$ cat src/hdl/pwq_pkg.sv
// Package for the pulse width qualifier.
// Holds the result kind codes and the register index codes; no dependencies.
package pwq_pkg;

   typedef enum logic [2:0] {
      KIND_LEAD   = 3'd0,
      KIND_STRAY  = 3'd1,
      KIND_REJECT = 3'd2,
      KIND_ACCEPT = 3'd3,
      KIND_CLEAR  = 3'd4
   } kind_type;

   typedef enum logic [1:0] {
      CSR_POLARITY  = 2'd0,
      CSR_MIN_WIDTH = 2'd1,
      CSR_MAX_WIDTH = 2'd2,
      CSR_UNUSED    = 2'd3
   } csr_index_type;

   localparam logic [31:0] MIN_WIDTH_RESET = 32'd10;
   localparam logic [31:0] MAX_WIDTH_RESET = 32'd1000;

endpackage

$ cat src/hdl/pulse_width_qualifier.sv
// An input register and then a response register part the two sides; the latter drives
// rsp_valid. Throughput: one transaction per cycle while rsp_ready does not stall it;
// capture state updates as an item leaves the input register.
// Reset (synchronous, active high) empties both registers, zeroes the capture state
// and restores high-level polarity, min_width_ms = 10, max_width_ms = 1000.
// Uses pwq_pkg.
module pulse_width_qualifier
   import pwq_pkg::*;
(
   input  logic        clock,
   input  logic        reset,
   input  logic        req_valid,
   output logic        req_ready,
   input  logic        req_action,
   input  logic        req_pin_level,
   input  logic [31:0] req_time_ms,
   output logic        rsp_valid,
   input  logic        rsp_ready,
   output logic [2:0]  rsp_event_kind,
   output logic [31:0] rsp_pulse_count,
   output logic [31:0] rsp_reject_count,
   output logic [31:0] rsp_last_start_ms,
   output logic [31:0] rsp_last_period_ms,
   input  logic        csr_valid,
   output logic        csr_ready,
   input  logic [1:0]  csr_index,
   input  logic [31:0] csr_wdata
);

   logic        polarity_ff;
   logic [31:0] min_width_ff;
   logic [31:0] max_width_ff;

   logic        in_valid_ff;
   logic        in_action_ff;
   logic        in_level_ff;
   logic [31:0] in_time_ff;

   logic [31:0] edge_start_ff, edge_start_in;
   logic        edge_armed_ff, edge_armed_in;
   logic [31:0] prev_start_ff, prev_start_in;
   logic [31:0] period_ff, period_in;
   logic [31:0] accepted_ff, accepted_in;
   logic [31:0] rejected_ff, rejected_in;
   kind_type    kind_in;

   logic        out_valid_ff;
   logic [2:0]  out_kind_ff;
   logic [31:0] out_pulse_ff;
   logic [31:0] out_reject_ff;
   logic [31:0] out_start_ff;
   logic [31:0] out_period_ff;

   logic        out_free;
   logic        advance;
   logic [31:0] width;

   assign out_free  = !out_valid_ff || rsp_ready;
   assign advance   = in_valid_ff && out_free;
   assign req_ready = !in_valid_ff || out_free;
   assign csr_ready = 1'b1;
   assign width     = in_time_ff - edge_start_ff;

   always_ff @(posedge clock) begin
      if (reset) begin
         polarity_ff  <= 1'b1;
         min_width_ff <= MIN_WIDTH_RESET;
         max_width_ff <= MAX_WIDTH_RESET;
      end else if (csr_valid && csr_ready) begin
         unique case (csr_index_type'(csr_index))
            CSR_POLARITY:  polarity_ff  <= csr_wdata[0];
            CSR_MIN_WIDTH: min_width_ff <= csr_wdata;
            CSR_MAX_WIDTH: max_width_ff <= csr_wdata;
            default: ;
         endcase
      end
   end

   always_ff @(posedge clock) begin
      if (reset) begin
         in_valid_ff <= 1'b0;
      end else if (req_ready) begin
         in_valid_ff <= req_valid;
      end
   end

   always_ff @(posedge clock) begin
      if (req_valid && req_ready) begin
         in_action_ff <= req_action;
         in_level_ff  <= req_pin_level;
         in_time_ff   <= req_time_ms;
      end
   end

   always_comb begin
      edge_start_in = edge_start_ff;
      edge_armed_in = edge_armed_ff;
      prev_start_in = prev_start_ff;
      period_in     = period_ff;
      accepted_in   = accepted_ff;
      rejected_in   = rejected_ff;
      if (in_action_ff) begin
         edge_start_in = '0;
         edge_armed_in = 1'b0;
         prev_start_in = '0;
         period_in     = '0;
         accepted_in   = '0;
         rejected_in   = '0;
         kind_in       = KIND_CLEAR;
      end else if (in_level_ff == polarity_ff) begin
         edge_start_in = in_time_ff;
         edge_armed_in = 1'b1;
         kind_in       = KIND_LEAD;
      end else if (!edge_armed_ff) begin
         kind_in = KIND_STRAY;
      end else begin
         edge_armed_in = 1'b0;
         if (width < min_width_ff || width > max_width_ff) begin
            rejected_in = rejected_ff + 32'd1;
            kind_in     = KIND_REJECT;
         end else begin
            if (accepted_ff != '0) begin
               period_in = edge_start_ff - prev_start_ff;
            end
            prev_start_in = edge_start_ff;
            accepted_in   = accepted_ff + 32'd1;
            kind_in       = KIND_ACCEPT;
         end
      end
   end

   always_ff @(posedge clock) begin
      if (reset) begin
         edge_start_ff <= '0;
         edge_armed_ff <= 1'b0;
         prev_start_ff <= '0;
         period_ff     <= '0;
         accepted_ff   <= '0;
         rejected_ff   <= '0;
      end else if (advance) begin
         edge_start_ff <= edge_start_in;
         edge_armed_ff <= edge_armed_in;
         prev_start_ff <= prev_start_in;
         period_ff     <= period_in;
         accepted_ff   <= accepted_in;
         rejected_ff   <= rejected_in;
      end
   end

   always_ff @(posedge clock) begin
      if (reset) begin
         out_valid_ff <= 1'b0;
      end else if (out_free) begin
         out_valid_ff <= in_valid_ff;
      end
   end

   always_ff @(posedge clock) begin
      if (advance) begin
         out_kind_ff   <= kind_in;
         out_pulse_ff  <= accepted_in;
         out_reject_ff <= rejected_in;
         out_start_ff  <= prev_start_in;
         out_period_ff <= period_in;
      end
   end

   assign rsp_valid          = out_valid_ff;
   assign rsp_event_kind     = out_kind_ff;
   assign rsp_pulse_count    = out_pulse_ff;
   assign rsp_reject_count   = out_reject_ff;
   assign rsp_last_start_ms  = out_start_ff;
   assign rsp_last_period_ms = out_period_ff;

endmodule

$ cat config.mk
export PLATFORM = sky130hd
export DESIGN_NAME = pulse_width_qualifier
export DESIGN_NICKNAME = d
export VERILOG_FILES = /design/src/hdl/pwq_pkg.sv /design/src/hdl/pulse_width_qualifier.sv
export SDC_FILE = /design/constraint.sdc
export NUM_CORES = 1
export LEC_CHECK = 0
export BUFFER_PORTS_ARGS = -buffer_cell sky130_fd_sc_hd__buf_2
export CORE_ASPECT_RATIO = 1.75
export CORE_MARGIN = 2
export CORE_UTILIZATION = 40
export DETAILED_ROUTE_END_ITERATION = 7
export PLACE_DENSITY_LB_ADDON = 0.15
export SYNTH_ARGS = -nofsm -noshare
export SYNTH_HDL_FRONTEND = slang
export SYNTH_SLANG_ARGS = --single-unit
$ cat constraint.sdc
create_clock -name clock -period 5.5 [get_ports clock]
set_input_delay 0.275 -clock clock [delete_from_list [all_inputs] [get_ports clock]]
set_output_delay 0.275 -clock clock [all_outputs]
set_load 0.005 [all_outputs]
==> metrics.txt, run 1 <==
# TYPE chip_impl_metric gauge
chip_impl_info{name="run_status",value="complete, but fails checks"} 1
chip_impl_metric{name="antenna_found_initial",unit=""} 0
chip_impl_info{name="clock-root-buffer",value="sky130_fd_sc_hd__clkbuf_16"} 1
chip_impl_info{name="endpoint_kind",value="register"} 1
chip_impl_metric{name="cts.sinks",unit=""} 393
chip_impl_metric{name="floorplan.initialDensity",unit="%"} 40.3
chip_impl_metric{name="via_count_of_the_first_global_routing_pass",unit=""} 17800
chip_impl_metric{name="post-place-ws",unit="ps"} -724
chip_impl_metric{name="wl_met1",unit="mm"} 23.9
chip_impl_info{name="holdCritPathClass",value="primary input to register"} 1
chip_impl_metric{name="fin_worst_skew",unit="ps"} 18.7
chip_impl_metric{name="std_cell_rows",unit=""} 110
chip_impl_metric{name="power_density",unit="mW/mm²"} 264
chip_impl_metric{name="grt_util_all_layers",unit="%"} 22.8
chip_impl_metric{name="vias",unit=""} 18100
chip_impl_metric{name="drt_wl_total",unit="mm"} 63.9
chip_impl_metric{name="cts_made_buffers",unit=""} 39
chip_impl_info{name="synth_top_family_by_area",value="compound AO/OA/AOI/OAI gates"} 1
chip_impl_metric{name="synth_enable_flop_cells",unit=""} 165
chip_impl_metric{name="place_area",unit="mm²"} 0.0233
chip_impl_metric{name="required",unit="ps"} 5970
chip_impl_metric{name="dp_hpwl",unit="mm"} 44.4
chip_impl_metric{name="drt_drc_violations_left",unit=""} 0
chip_impl_metric{name="detailroute.wirelength.met3",unit="mm"} 2.15
chip_impl_metric{name="cap_violations",unit=""} 0
chip_impl_metric{name="areaGrowthSynthToFinish",unit="%"} 28.9
chip_impl_metric{name="timing.critical_path.fanout_max",unit=""} 7
chip_impl_info{name="failed_checks",value="setup timing"} 1
chip_impl_metric{name="ys_seq_area_share",unit="%"} 46.0
chip_impl_metric{name="netlist_area",unit="mm²"} 0.0207
chip_impl_metric{name="globalRoute.totalOverflow",unit=""} 0
chip_impl_metric{name="syn_area_per_cell",unit="µm²"} 9.26
chip_impl_metric{name="htree_levels",unit=""} 2
chip_impl_metric{name="number_of_top_level_design_ports",unit=""} 207
chip_impl_metric{name="cp_data_arrival_time",unit="ps"} 6430
chip_impl_metric{name="core_area",unit="mm²"} 0.0513
chip_impl_info{name="setup.worst_path.class",value="register to register"} 1
chip_impl_metric{name="yosys.area_share.xor_xnor",unit="%"} 4.87
chip_impl_metric{name="synthesis.yosys.warnings",unit=""} 0
chip_impl_metric{name="design_area",unit="mm²"} 0.0267
chip_impl_metric{name="muxShareOfSynthArea",unit="%"} 1.06
chip_impl_metric{name="num_antenna_cells",unit=""} 0
chip_impl_metric{name="final_layout_size_suffix_gt1_share",unit="%"} 22.2
chip_impl_metric{name="peak_ir_drop_on_the_vdd_network",unit="V"} 0.000269
chip_impl_metric{name="die_width",unit="µm"} 176
chip_impl_metric{name="postSynthNetCount",unit=""} 2437
chip_impl_metric{name="final_net_count",unit=""} 2815
chip_impl_metric{name="post_synth_inst_count",unit=""} 2234
chip_impl_metric{name="hold_viol_final",unit=""} 0
chip_impl_info{name="start_kind",value="register"} 1
chip_impl_metric{name="sum_of_met2_wire_segment_lengths_after_detailed_routing",unit="mm"} 35.1
chip_impl_metric{name="routed_wire_length_per_instance",unit="µm"} 19.3
chip_impl_metric{name="finalSetupViolCount",unit=""} 256
chip_impl_metric{name="postSynth.asyncResetShare",unit="%"} 0
chip_impl_metric{name="period_minus_slack",unit="ps"} 5950
chip_impl_metric{name="deepest_clock_path_buffer_count",unit=""} 3
chip_impl_metric{name="area_share_of_and_or_nand_nor_cells_after_synthesis",unit="%"} 15.3
chip_impl_metric{name="portBuffers",unit=""} 205
chip_impl_metric{name="ys_ff_latch",unit=""} 393
chip_impl_info{name="tritoncts",value="built"} 1
chip_impl_metric{name="synth_cell_types",unit=""} 79
chip_impl_metric{name="synth_compound_gate_area_share",unit="%"} 19.5
chip_impl_metric{name="firstDrtPassIters",unit=""} 5
chip_impl_metric{name="clkLatencyLatePin",unit="ps"} 560
chip_impl_metric{name="total_leakage_power",unit="nW"} 10.2
chip_impl_metric{name="max_freq",unit="MHz"} 168
chip_impl_metric{name="max-slew-margin-rel",unit="%"} 21.5
chip_impl_metric{name="grt_pass1_wl",unit="mm"} 96.6
chip_impl_metric{name="globalplace.congestion",unit=""} 0.896
chip_impl_metric{name="grt_start_max_net_pins",unit=""} 99
chip_impl_metric{name="setup_slack",unit="ps"} -452
chip_impl_metric{name="fp.dieArea",unit="mm²"} 0.0536
chip_impl_metric{name="clk_pin_slew_worst_paths",unit="ps"} 70
chip_impl_metric{name="report.final.slew_viol_count",unit=""} 0
chip_impl_metric{name="die_height",unit="µm"} 305
chip_impl_info{name="grt_setup_unrepaired",value="yes"} 1
chip_impl_metric{name="drt_iter0_markers",unit=""} 1187
chip_impl_info{name="dr.max_layer_used",value="met4"} 1
chip_impl_metric{name="worst-slew-pin-transition",unit="ps"} 1180
chip_impl_info{name="synth-main-ff-cell",value="sky130_fd_sc_hd__dfxtp_1"} 1
chip_impl_metric{name="antenna_left",unit=""} 0
chip_impl_metric{name="tcrit_tclk_final",unit="%"} 108
chip_impl_metric{name="post_drt_via_cell_ratio",unit=""} 5.47
chip_impl_metric{name="synth_fa_ha_area_share",unit="%"} 7.93
==> synth_stat cells (4+ instances only) <==
library cell               instances  area (µm²)
sky130_fd_sc_hd__a22oi_1          34         255
sky130_fd_sc_hd__xnor2_1          50         438
sky130_fd_sc_hd__o31ai_1           5        37.5
sky130_fd_sc_hd__nand4_1          35         219
sky130_fd_sc_hd__nand2b_1          7        43.8
sky130_fd_sc_hd__o21a_1           14         105
sky130_fd_sc_hd__buf_1             7        26.3
sky130_fd_sc_hd__buf_2            24         120
sky130_fd_sc_hd__nor2_1          175         657
sky130_fd_sc_hd__a211o_1          13         114
sky130_fd_sc_hd__clkbuf_1         97         364
sky130_fd_sc_hd__o21bai_1          7        52.6
sky130_fd_sc_hd__a31oi_1          24         150
sky130_fd_sc_hd__a31o_2            4        35.0
sky130_fd_sc_hd__and2_1           12        75.1
sky130_fd_sc_hd__edfxtp_1        165        4950
sky130_fd_sc_hd__o21ai_0         126         631
sky130_fd_sc_hd__xor2_1           65         569
sky130_fd_sc_hd__a41oi_1          15         131
sky130_fd_sc_hd__a211oi_1         14         105
sky130_fd_sc_hd__mux2i_1          22         220
sky130_fd_sc_hd__nand3_1          48         240
sky130_fd_sc_hd__nand2_1         222         833
sky130_fd_sc_hd__and4_1           18         158
sky130_fd_sc_hd__a21oi_1         227        1140
sky130_fd_sc_hd__nor2b_1          12        75.1
sky130_fd_sc_hd__o21ai_1           4        20.0
sky130_fd_sc_hd__nor4_1           13        81.3
sky130_fd_sc_hd__o211ai_1          5        37.5
sky130_fd_sc_hd__a32o_1            4        40.0
sky130_fd_sc_hd__ha_1            128        1600
sky130_fd_sc_hd__nor3_1           18        90.1
sky130_fd_sc_hd__and3_1           29         181
sky130_fd_sc_hd__inv_1           151         567
sky130_fd_sc_hd__dfxtp_1         228        4560
sky130_fd_sc_hd__a311o_1           7        70.1
sky130_fd_sc_hd__or4_1             4        30.0
sky130_fd_sc_hd__or3_1            49         307
sky130_fd_sc_hd__a21o_1           31         233
sky130_fd_sc_hd__a22o_1           62         543
==> registers in the layout, indices dropped and copies added, names as in the netlist, 3 cells and up <==
signal              cells
accepted_ff            32
edge_start_ff          32
in_time_ff             32
max_width_ff           32
min_width_ff           32
period_ff              32
prev_start_ff          32
rejected_ff            32
rsp_event_kind          3
rsp_last_period_ms     32
rsp_last_start_ms      32
rsp_pulse_count        32
rsp_reject_count       32
==> metrics by stage <==
step | TNS [ps] | utilization [%] | power [mW] | hold slack (ps) | cells
after floorplan | -291 | - | 3.82 | 374 | 2234
after global placement | -104420 | 45.5 | 4.21 | 427 | 3126
after detailed placement | -121010 | 45.5 | 4.23 | 437 | 3126
after CTS | -58340 | 50.4 | 7.08 | 53.4 | 3286
after global routing | -131690 | 52.0 | 7.34 | 98.7 | 3315
final | -74040 | 52.0 | 7.05 | 73.5 | 3315
==> cell type report <==
class / count / area [µm²]
Clock buffer: 56 / 1080
Clock inverter: 16 / 216
Fill cell: 4727 / 24700
Inverter: 152 / 576
Multi-Input combinational cell: 1559 / 10700
Sequential cell: 393 / 9520
Tap cell: 672 / 841
Timing Repair Buffer: 467 / 3710
==> cell usage in the layout, fill, tap and decap left out, drive strengths merged, types with 13 or more instances in the layout <==
cell type    instances
and4                18
xor2                65
and3                29
nand4               35
nor2               176
a21o                31
dlygate4sd3         67
edfxtp             165
nor3                18
xnor2               50
o21a                14
a22o                62
a31oi               24
a41oi               15
nand2              222
clkbuf              64
nand3               50
dfxtp              228
inv                158
o21ai              131
a21oi              228
nor4                14
buf                391
a22oi               34
or3                 49
mux2i               22
a211o               13
a211oi              15
ha                 128
==> worst paths after layout <==
| kind | from | end | slack [ps] | cells past startpoint |
|---|---|---|---|---|
| min | rsp_ready | rsp_valid | 70 | 4 |
| max | in_time_ff[0] | accepted_ff[21] | -450 | 27 |
| min reg2reg | period_ff[31] | period_ff[31] | 450 | 1 |
| max reg2reg | in_time_ff[0] | accepted_ff[21] | -450 | 27 |
==> layer usage <==
layer | global-route usage [%] | vias up
met5 | 0 | -
met3 | 2.27 | 136
met1 | 24.1 | 8707
li1 | - | 8800
met2 | 45.2 | 483
met4 | 9.26 | 0
==> power breakdown <==
group          internal, mW  switching, mW  leakage, nW
clock network          1.58           1.20        0.622
logic                 0.473          0.644         6.12
registers              3.11         0.0388         3.42
total                  5.16           1.88         10.2
==> worst max-delay path, cell delays in order (launching register included) <==
cell and delay (ps):
sky130_fd_sc_hd__edfxtp_1 380, sky130_fd_sc_hd__inv_1 70, sky130_fd_sc_hd__ha_2 190, sky130_fd_sc_hd__inv_2 40
sky130_fd_sc_hd__fa_2 330, sky130_fd_sc_hd__a21o_1 200, sky130_fd_sc_hd__a311o_1 310, sky130_fd_sc_hd__a32o_2 300
sky130_fd_sc_hd__a311o_1 290, sky130_fd_sc_hd__a211o_1 370, sky130_fd_sc_hd__a21o_1 230, sky130_fd_sc_hd__a31o_1 180
sky130_fd_sc_hd__a21oi_2 170, sky130_fd_sc_hd__xnor2_2 140, sky130_fd_sc_hd__ha_1 280, sky130_fd_sc_hd__nand4_1 140
sky130_fd_sc_hd__buf_4 140, sky130_fd_sc_hd__a211oi_2 30, sky130_fd_sc_hd__a211oi_1 170, sky130_fd_sc_hd__o211ai_1 200
sky130_fd_sc_hd__a211o_4 410, sky130_fd_sc_hd__buf_4 150, sky130_fd_sc_hd__nor3_4 200, sky130_fd_sc_hd__buf_6 140
sky130_fd_sc_hd__buf_12 130, sky130_fd_sc_hd__nand4_1 130, sky130_fd_sc_hd__or3_1 380, sky130_fd_sc_hd__a21oi_1 160
==> cell families after synthesis <==
family | count (synthesis)
flip-flops | 393
adder cells (fa/ha/maj) | 130
AND/OR/NAND/NOR | 662
buffers and inverters | 282
multiplexers | 22
AO/OA/AOI/OAI | 629
XOR/XNOR | 115
other | 1
==> timing repair <==
item | 4_1_cts | 5_1_grt
hold endpoints to repair | 99 | 0
buffers inserted | 14 | 22
resized for setup | 59 | 121
setup endpoints to repair | 257 | 257
hold buffers | 67 | 0
gates cloned | 8 | 8
pin swaps | 36 | 61
Note: power is estimated with default switching activity, not from simulation.
==> run 2: changes to the inputs <==
--- a/config.mk
+++ b/config.mk
@@ -8,7 +8,7 @@
 export BUFFER_PORTS_ARGS = -buffer_cell sky130_fd_sc_hd__buf_2
 export CORE_ASPECT_RATIO = 1.75
 export CORE_MARGIN = 2
-export CORE_UTILIZATION = 40
+export CORE_UTILIZATION = 54
 export DETAILED_ROUTE_END_ITERATION = 7
 export PLACE_DENSITY_LB_ADDON = 0.15
 export SYNTH_ARGS = -nofsm -noshare
==> metrics.txt, run 2 (same netlist as run 1, synthesis figures left out) <==
# TYPE chip_impl_metric gauge
chip_impl_info{name="run_status",value="complete, but fails checks"} 1
chip_impl_info{name="failed_checks",value="setup timing"} 1
chip_impl_metric{name="die_height",unit="µm"} 263
chip_impl_metric{name="core_area",unit="mm²"} 0.0378
chip_impl_metric{name="deepest_clock_path_buffer_count",unit=""} 3
chip_impl_metric{name="setup_slack",unit="ps"} -262
chip_impl_metric{name="dp_cells",unit=""} 2926
chip_impl_metric{name="clkLatencyLatePin",unit="ps"} 550
chip_impl_metric{name="peak_ir_drop_on_the_vdd_network",unit="V"} 0.000227
chip_impl_metric{name="required",unit="ps"} 5960
chip_impl_metric{name="grt_util_all_layers",unit="%"} 28.9
chip_impl_metric{name="power.combinational.fraction",unit="%"} 15.6
chip_impl_metric{name="timing.setup.tns",unit="ps"} -14170
chip_impl_metric{name="finalSetupViolCount",unit=""} 142
chip_impl_metric{name="worst-slew-pin-transition",unit="ps"} 1240
chip_impl_metric{name="routed_wire_length_per_instance",unit="µm"} 19.2
chip_impl_metric{name="num_antenna_cells",unit=""} 0
chip_impl_metric{name="globalplace.congestion",unit=""} 0.908
chip_impl_info{name="setup.worst_path.class",value="register to register"} 1
chip_impl_metric{name="htree_levels",unit=""} 2
chip_impl_info{name="holdCritPathClass",value="primary input to register"} 1
chip_impl_info{name="layout.cells.most_common",value="sky130_fd_sc_hd__dfxtp_1"} 1
chip_impl_metric{name="cts.sinks",unit=""} 393
chip_impl_metric{name="antenna_left",unit=""} 0
chip_impl_metric{name="max-slew-margin-rel",unit="%"} 17.5
chip_impl_metric{name="cp_data_arrival_time",unit="ps"} 6230
chip_impl_metric{name="clk_pin_slew_worst_paths",unit="ps"} 60
chip_impl_metric{name="nFillCells",unit=""} 2878
chip_impl_info{name="tritoncts",value="built"} 1
chip_impl_metric{name="final_layout_size_suffix_gt1_share",unit="%"} 22.6
chip_impl_metric{name="timing.critical_path.fanout_max",unit=""} 6
chip_impl_info{name="start_kind",value="register"} 1
chip_impl_metric{name="post_layout_nonfiller_instances",unit=""} 3117
chip_impl_metric{name="antenna_found_initial",unit=""} 0
chip_impl_metric{name="multi_input_area",unit="mm²"} 0.0109
chip_impl_info{name="endpoint_kind",value="register"} 1
chip_impl_metric{name="clockPowerShare",unit="%"} 39.7
chip_impl_metric{name="via_count_of_the_first_global_routing_pass",unit=""} 18400
chip_impl_metric{name="max_freq",unit="MHz"} 174
chip_impl_metric{name="final_net_count",unit=""} 2810
chip_impl_metric{name="seq_power_share",unit="%"} 44.7
chip_impl_metric{name="portBuffers",unit=""} 205
chip_impl_metric{name="grt_pass1_wl",unit="mm"} 94.5
chip_impl_info{name="final_cell_mix",value="sky130_fd_sc_hd__dfxtp_1 (228), sky130_fd_sc_hd__nand2_1 (211), sky130_fd_sc_hd__buf_2 (204)"} 1
chip_impl_metric{name="report.final.slew_viol_count",unit=""} 0
chip_impl_metric{name="drt_iter0_markers",unit=""} 930
chip_impl_metric{name="internal_power_component",unit="mW"} 5.22
chip_impl_metric{name="period_minus_slack",unit="ps"} 5760
chip_impl_metric{name="register_area",unit="mm²"} 0.00952
chip_impl_metric{name="dp_hpwl",unit="mm"} 40.1
chip_impl_metric{name="post_drt_via_cell_ratio",unit=""} 5.88
chip_impl_metric{name="number_of_top_level_design_ports",unit=""} 207
chip_impl_metric{name="areaGrowthSynthToFinish",unit="%"} 27.4
chip_impl_metric{name="tcrit_tclk_final",unit="%"} 105
chip_impl_metric{name="grt_start_max_net_pins",unit=""} 84
chip_impl_info{name="grt_setup_unrepaired",value="yes"} 1
chip_impl_metric{name="fp.dieArea",unit="mm²"} 0.0400
chip_impl_metric{name="total_leakage_power",unit="nW"} 10.2
chip_impl_metric{name="std_cell_rows",unit=""} 94
chip_impl_metric{name="cts_made_buffers",unit=""} 38
chip_impl_metric{name="die_width",unit="µm"} 152
chip_impl_metric{name="netSwitchingPower",unit="mW"} 1.82
chip_impl_metric{name="cap_violations",unit=""} 0
chip_impl_metric{name="fin_worst_skew",unit="ps"} 17.9
chip_impl_metric{name="vias",unit=""} 18300
chip_impl_metric{name="post-route-util",unit="%"} 69.8
chip_impl_metric{name="drt_wl_total",unit="mm"} 59.7
chip_impl_info{name="clock-root-buffer",value="sky130_fd_sc_hd__clkbuf_16"} 1
chip_impl_metric{name="hold_viol_final",unit=""} 0
chip_impl_metric{name="sw_share",unit="%"} 25.8
chip_impl_metric{name="floorplan.initialDensity",unit="%"} 54.8
chip_impl_metric{name="globalRoute.totalOverflow",unit=""} 0
chip_impl_metric{name="power_density",unit="mW/mm²"} 267
chip_impl_metric{name="drt_drc_violations_left",unit=""} 0
chip_impl_metric{name="firstDrtPassIters",unit=""} 5
-- run 2: worst paths after layout --
kind	startpoint	endpoint	slack [ps]	cells after the start
worst max-delay path	in_time_ff[0]	rejected_ff[22]	-260	27
worst max register to register	in_time_ff[0]	rejected_ff[22]	-260	27
worst min register to register	max_width_ff[17]	max_width_ff[17]	450	2
worst min-delay path	csr_wdata[0]	min_width_ff[0]	10	3
-- run 2: power by group through the flow --
stage          Combinational (mW)  Sequential (mW)  Clock [mW]
2_1_floorplan               0.607             3.21           0
3_3_place_gp                0.945             3.21           0
3_5_place_dp                0.975             3.21           0
4_1_cts                      1.07             3.15        2.83
5_1_grt                      1.20             3.15        2.92
6_report                     1.09             3.15        2.79
-- run 2: routing by layer --
metal	wire, µm	up-vias	GRT usage [%]
li1	-	8779	-
met1	21600	8797	30.8
met2	32300	578	55.4
met3	2510	183	2.85
met4	3320	0	15.3
met5	0	-	0
-- run 2: what timing repair did --
action	4_1_cts	5_1_grt
setup buffers	43	10
hold buffers	66	0
resized for setup	143	77
pin swaps	79	57
setup endpoints to repair	255	256
hold endpoints to repair	94	0
gates cloned	8	0
-- run 2: stage by stage --
step           hold WS [ps]  cell area [µm²]  power (mW)  setup WS (ps)
3_3_place_gp            427            23000        4.15           -494
3_5_place_dp            443            23000        4.19           -643
4_1_cts               0.938            26000        7.04           -219
5_1_grt                12.1            26400        7.27           -548
6_report               14.7            26400        7.03           -262
2_1_floorplan           374            20700        3.82          -28.8
-- run 2: final cells by class --
class,count,share of cell area [%]
clock buffers,56,4.37
clock inverters,14,0.655
flip-flops and latches,393,36.1
repair buffers,462,13.2
multi-input cells,1560,41.2
inverters,152,2.18
well taps,480,2.28
-- run 2: worst max-delay path: stages (launching register included) --
cell and delay, ps:
sky130_fd_sc_hd__edfxtp_1 380, sky130_fd_sc_hd__inv_1 80, sky130_fd_sc_hd__ha_2 190, sky130_fd_sc_hd__inv_2 40, sky130_fd_sc_hd__fa_2 330, sky130_fd_sc_hd__a21o_1 180, sky130_fd_sc_hd__a311o_1 290, sky130_fd_sc_hd__a32o_2 280
sky130_fd_sc_hd__a311o_1 290, sky130_fd_sc_hd__buf_4 150, sky130_fd_sc_hd__a21oi_2 140, sky130_fd_sc_hd__o21ai_0 120, sky130_fd_sc_hd__a21oi_1 150, sky130_fd_sc_hd__o21ba_2 140, sky130_fd_sc_hd__xnor2_1 80, sky130_fd_sc_hd__ha_1 200
sky130_fd_sc_hd__a21o_1 180, sky130_fd_sc_hd__a21o_1 170, sky130_fd_sc_hd__a221o_1 320, sky130_fd_sc_hd__a2111oi_4 380, sky130_fd_sc_hd__o21ai_2 130, sky130_fd_sc_hd__buf_4 180, sky130_fd_sc_hd__a211oi_4 290, sky130_fd_sc_hd__buf_6 160
sky130_fd_sc_hd__buf_12 130, sky130_fd_sc_hd__nand4_1 130, sky130_fd_sc_hd__or3_1 410, sky130_fd_sc_hd__a21oi_1 150
==> run 3: changes to the inputs <==
--- a/config.mk
+++ b/config.mk
@@ -6,7 +6,6 @@
 export NUM_CORES = 1
 export LEC_CHECK = 0
 export BUFFER_PORTS_ARGS = -buffer_cell sky130_fd_sc_hd__buf_2
-export CORE_ASPECT_RATIO = 1.75
 export CORE_MARGIN = 2
 export CORE_UTILIZATION = 54
 export DETAILED_ROUTE_END_ITERATION = 7
==> metrics.txt, run 3 (same netlist as run 1, synthesis figures left out) <==
# TYPE chip_impl_metric gauge
chip_impl_metric{name="core_area",unit="mm²"} 0.0377
chip_impl_metric{name="areaGrowthSynthToFinish",unit="%"} 31.4
chip_impl_metric{name="firstDrtPassIters",unit=""} 5
chip_impl_metric{name="grt_util_all_layers",unit="%"} 29.1
chip_impl_metric{name="drt_wl_total",unit="mm"} 61.7
chip_impl_metric{name="number_of_top_level_design_ports",unit=""} 207
chip_impl_metric{name="tcrit_tclk_final",unit="%"} 109
chip_impl_metric{name="finalSetupViolCount",unit=""} 256
chip_impl_metric{name="timing.critical_path.fanout_max",unit=""} 7
chip_impl_metric{name="report.final.slew_viol_count",unit=""} 0
chip_impl_info{name="start_kind",value="register"} 1
chip_impl_info{name="holdCritPathClass",value="primary input to register"} 1
chip_impl_metric{name="totalPowerFinal",unit="mW"} 7.03
chip_impl_info{name="layout.cells.most_common",value="sky130_fd_sc_hd__dfxtp_1"} 1
chip_impl_metric{name="drt_iter0_markers",unit=""} 1570
chip_impl_metric{name="die_width",unit="µm"} 200
chip_impl_metric{name="drt_drc_violations_left",unit=""} 0
chip_impl_metric{name="final_layout_size_suffix_gt1_share",unit="%"} 24.9
chip_impl_metric{name="deepest_clock_path_buffer_count",unit=""} 3
chip_impl_info{name="final_cell_mix",value="sky130_fd_sc_hd__dfxtp_1 (228), sky130_fd_sc_hd__buf_2 (205), sky130_fd_sc_hd__nand2_1 (172)"} 1
chip_impl_metric{name="htree_levels",unit=""} 2
chip_impl_info{name="setup.worst_path.class",value="register to register"} 1
chip_impl_metric{name="max_freq",unit="MHz"} 167
chip_impl_metric{name="die_height",unit="µm"} 200
chip_impl_metric{name="period_minus_slack",unit="ps"} 6000
chip_impl_metric{name="power_density",unit="mW/mm²"} 259
chip_impl_metric{name="fin_worst_skew",unit="ps"} 19.0
chip_impl_metric{name="peak_ir_drop_on_the_vdd_network",unit="V"} 0.000268
chip_impl_metric{name="post-place-ws",unit="ps"} -514
chip_impl_metric{name="post_drt_via_cell_ratio",unit=""} 5.95
chip_impl_metric{name="design_area",unit="mm²"} 0.0272
chip_impl_info{name="clock-root-buffer",value="sky130_fd_sc_hd__clkbuf_16"} 1
chip_impl_metric{name="total_leakage_power",unit="nW"} 10.9
chip_impl_metric{name="hold-worst-slack",unit="ps"} 33.0
chip_impl_metric{name="antenna_found_initial",unit=""} 0
chip_impl_metric{name="clkLatencyLatePin",unit="ps"} 580
chip_impl_info{name="run_status",value="complete, but fails checks"} 1
chip_impl_metric{name="via_count_of_the_first_global_routing_pass",unit=""} 17500
chip_impl_info{name="grt_setup_unrepaired",value="yes"} 1
chip_impl_metric{name="dp_hpwl",unit="mm"} 37.5
chip_impl_metric{name="place_area",unit="mm²"} 0.0229
chip_impl_metric{name="max-slew-margin-rel",unit="%"} 5.07
chip_impl_metric{name="vias",unit=""} 18700
chip_impl_metric{name="routed_wire_length_per_instance",unit="µm"} 19.6
chip_impl_info{name="tritoncts",value="built"} 1
chip_impl_metric{name="cap_violations",unit=""} 0
chip_impl_metric{name="globalplace.congestion",unit=""} 0.886
chip_impl_metric{name="setup_slack",unit="ps"} -496
chip_impl_metric{name="hold_viol_final",unit=""} 0
chip_impl_metric{name="std_cell_rows",unit=""} 71
chip_impl_metric{name="globalRoute.totalOverflow",unit=""} 0
chip_impl_metric{name="fp.dieArea",unit="mm²"} 0.0399
chip_impl_metric{name="post_layout_nonfiller_instances",unit=""} 3150
chip_impl_info{name="failed_checks",value="setup timing"} 1
chip_impl_info{name="worst_path_max_delay_cell",value="sky130_fd_sc_hd__or3_1"} 1
chip_impl_metric{name="final_net_count",unit=""} 2809
chip_impl_metric{name="worst-slew-pin-transition",unit="ps"} 1420
chip_impl_metric{name="timing.setup.tns",unit="ps"} -84580
chip_impl_metric{name="post-route-util",unit="%"} 72.2
chip_impl_metric{name="cts_made_buffers",unit=""} 42
chip_impl_metric{name="dp_cells",unit=""} 2938
chip_impl_metric{name="grt_pass1_wl",unit="mm"} 91.7
chip_impl_metric{name="antenna_left",unit=""} 0
chip_impl_metric{name="portBuffers",unit=""} 205
chip_impl_metric{name="cp_data_arrival_time",unit="ps"} 6490
chip_impl_info{name="endpoint_kind",value="register"} 1
chip_impl_metric{name="required",unit="ps"} 6000
chip_impl_metric{name="cts.sinks",unit=""} 393
chip_impl_metric{name="floorplan.initialDensity",unit="%"} 54.9
chip_impl_metric{name="clk_pin_slew_worst_paths",unit="ps"} 60
chip_impl_metric{name="grt_start_max_net_pins",unit=""} 108
chip_impl_metric{name="slowest_delay",unit="ps"} 410
## run 3: cell count changes in the layout (fill, tap and decap cells not counted), sizes merged
cell         before  now
bufinv            4    2
clkinv            7   11
diode             0    1
bufbuf            0    1
dlygate4sd3      66   67
o31ai             7    6
clkbuf           56   70
clkinvlp          2    0
buf             396  382
## run 3: what timing repair did
item	CTS	global route
buffers inserted	22	28
resized for setup	116	258
endpoints found under the hold margin	100	0
gates cloned	15	9
pin swaps	53	108
hold buffers	67	0
setup endpoints to repair	256	257
## run 3: path summary, 6_finish.rpt
path | startpoint | endpoint | slack [ps] | cells past startpoint
max | in_time_ff[0] | rejected_ff[16] | -500 | 26
min | rsp_ready | rsp_valid | 30 | 4
max reg2reg | in_time_ff[0] | rejected_ff[16] | -500 | 26
min reg2reg | min_width_ff[12] | min_width_ff[12] | 450 | 2
## run 3: power breakdown
part	internal, mW	switching (mW)
Combinational	0.469	0.658
Sequential	3.11	0.0421
Clock	1.57	1.18
Total	5.16	1.88
## run 3: layout make-up
cell class / count / area [µm²]
timing repair buffer: 458 / 3860
fill: 2812 / 10500
inverter: 152 / 576
sequential: 393 / 9520
clock buffer: 62 / 1180
clock inverter: 14 / 118
antenna: 1 / 2.50
tap: 511 / 639
multi-input combinational: 1559 / 11300
## run 3: worst max-delay path, delay by kind of cell (launching register included)
kind                       cells  cell delay, ps
AOI/OAI and AO/OA             13            3030
xor gates and xnor gates       1             100
adders and majority gates      3             810
and+or+nand+nor                4             950
buffers and inverters          5             640
DFF                            1             390
## run 3: layer usage
metal	track usage [%]	vias to the layer above	wire length (µm)	part of all wire, %
li1	-	8793	-	-
met3	4.96	153	4010	6.5
met5	0	-	0	0
met1	37.1	9053	25000	41
met2	49.2	744	30400	49
met4	11.7	0	2250	3.6
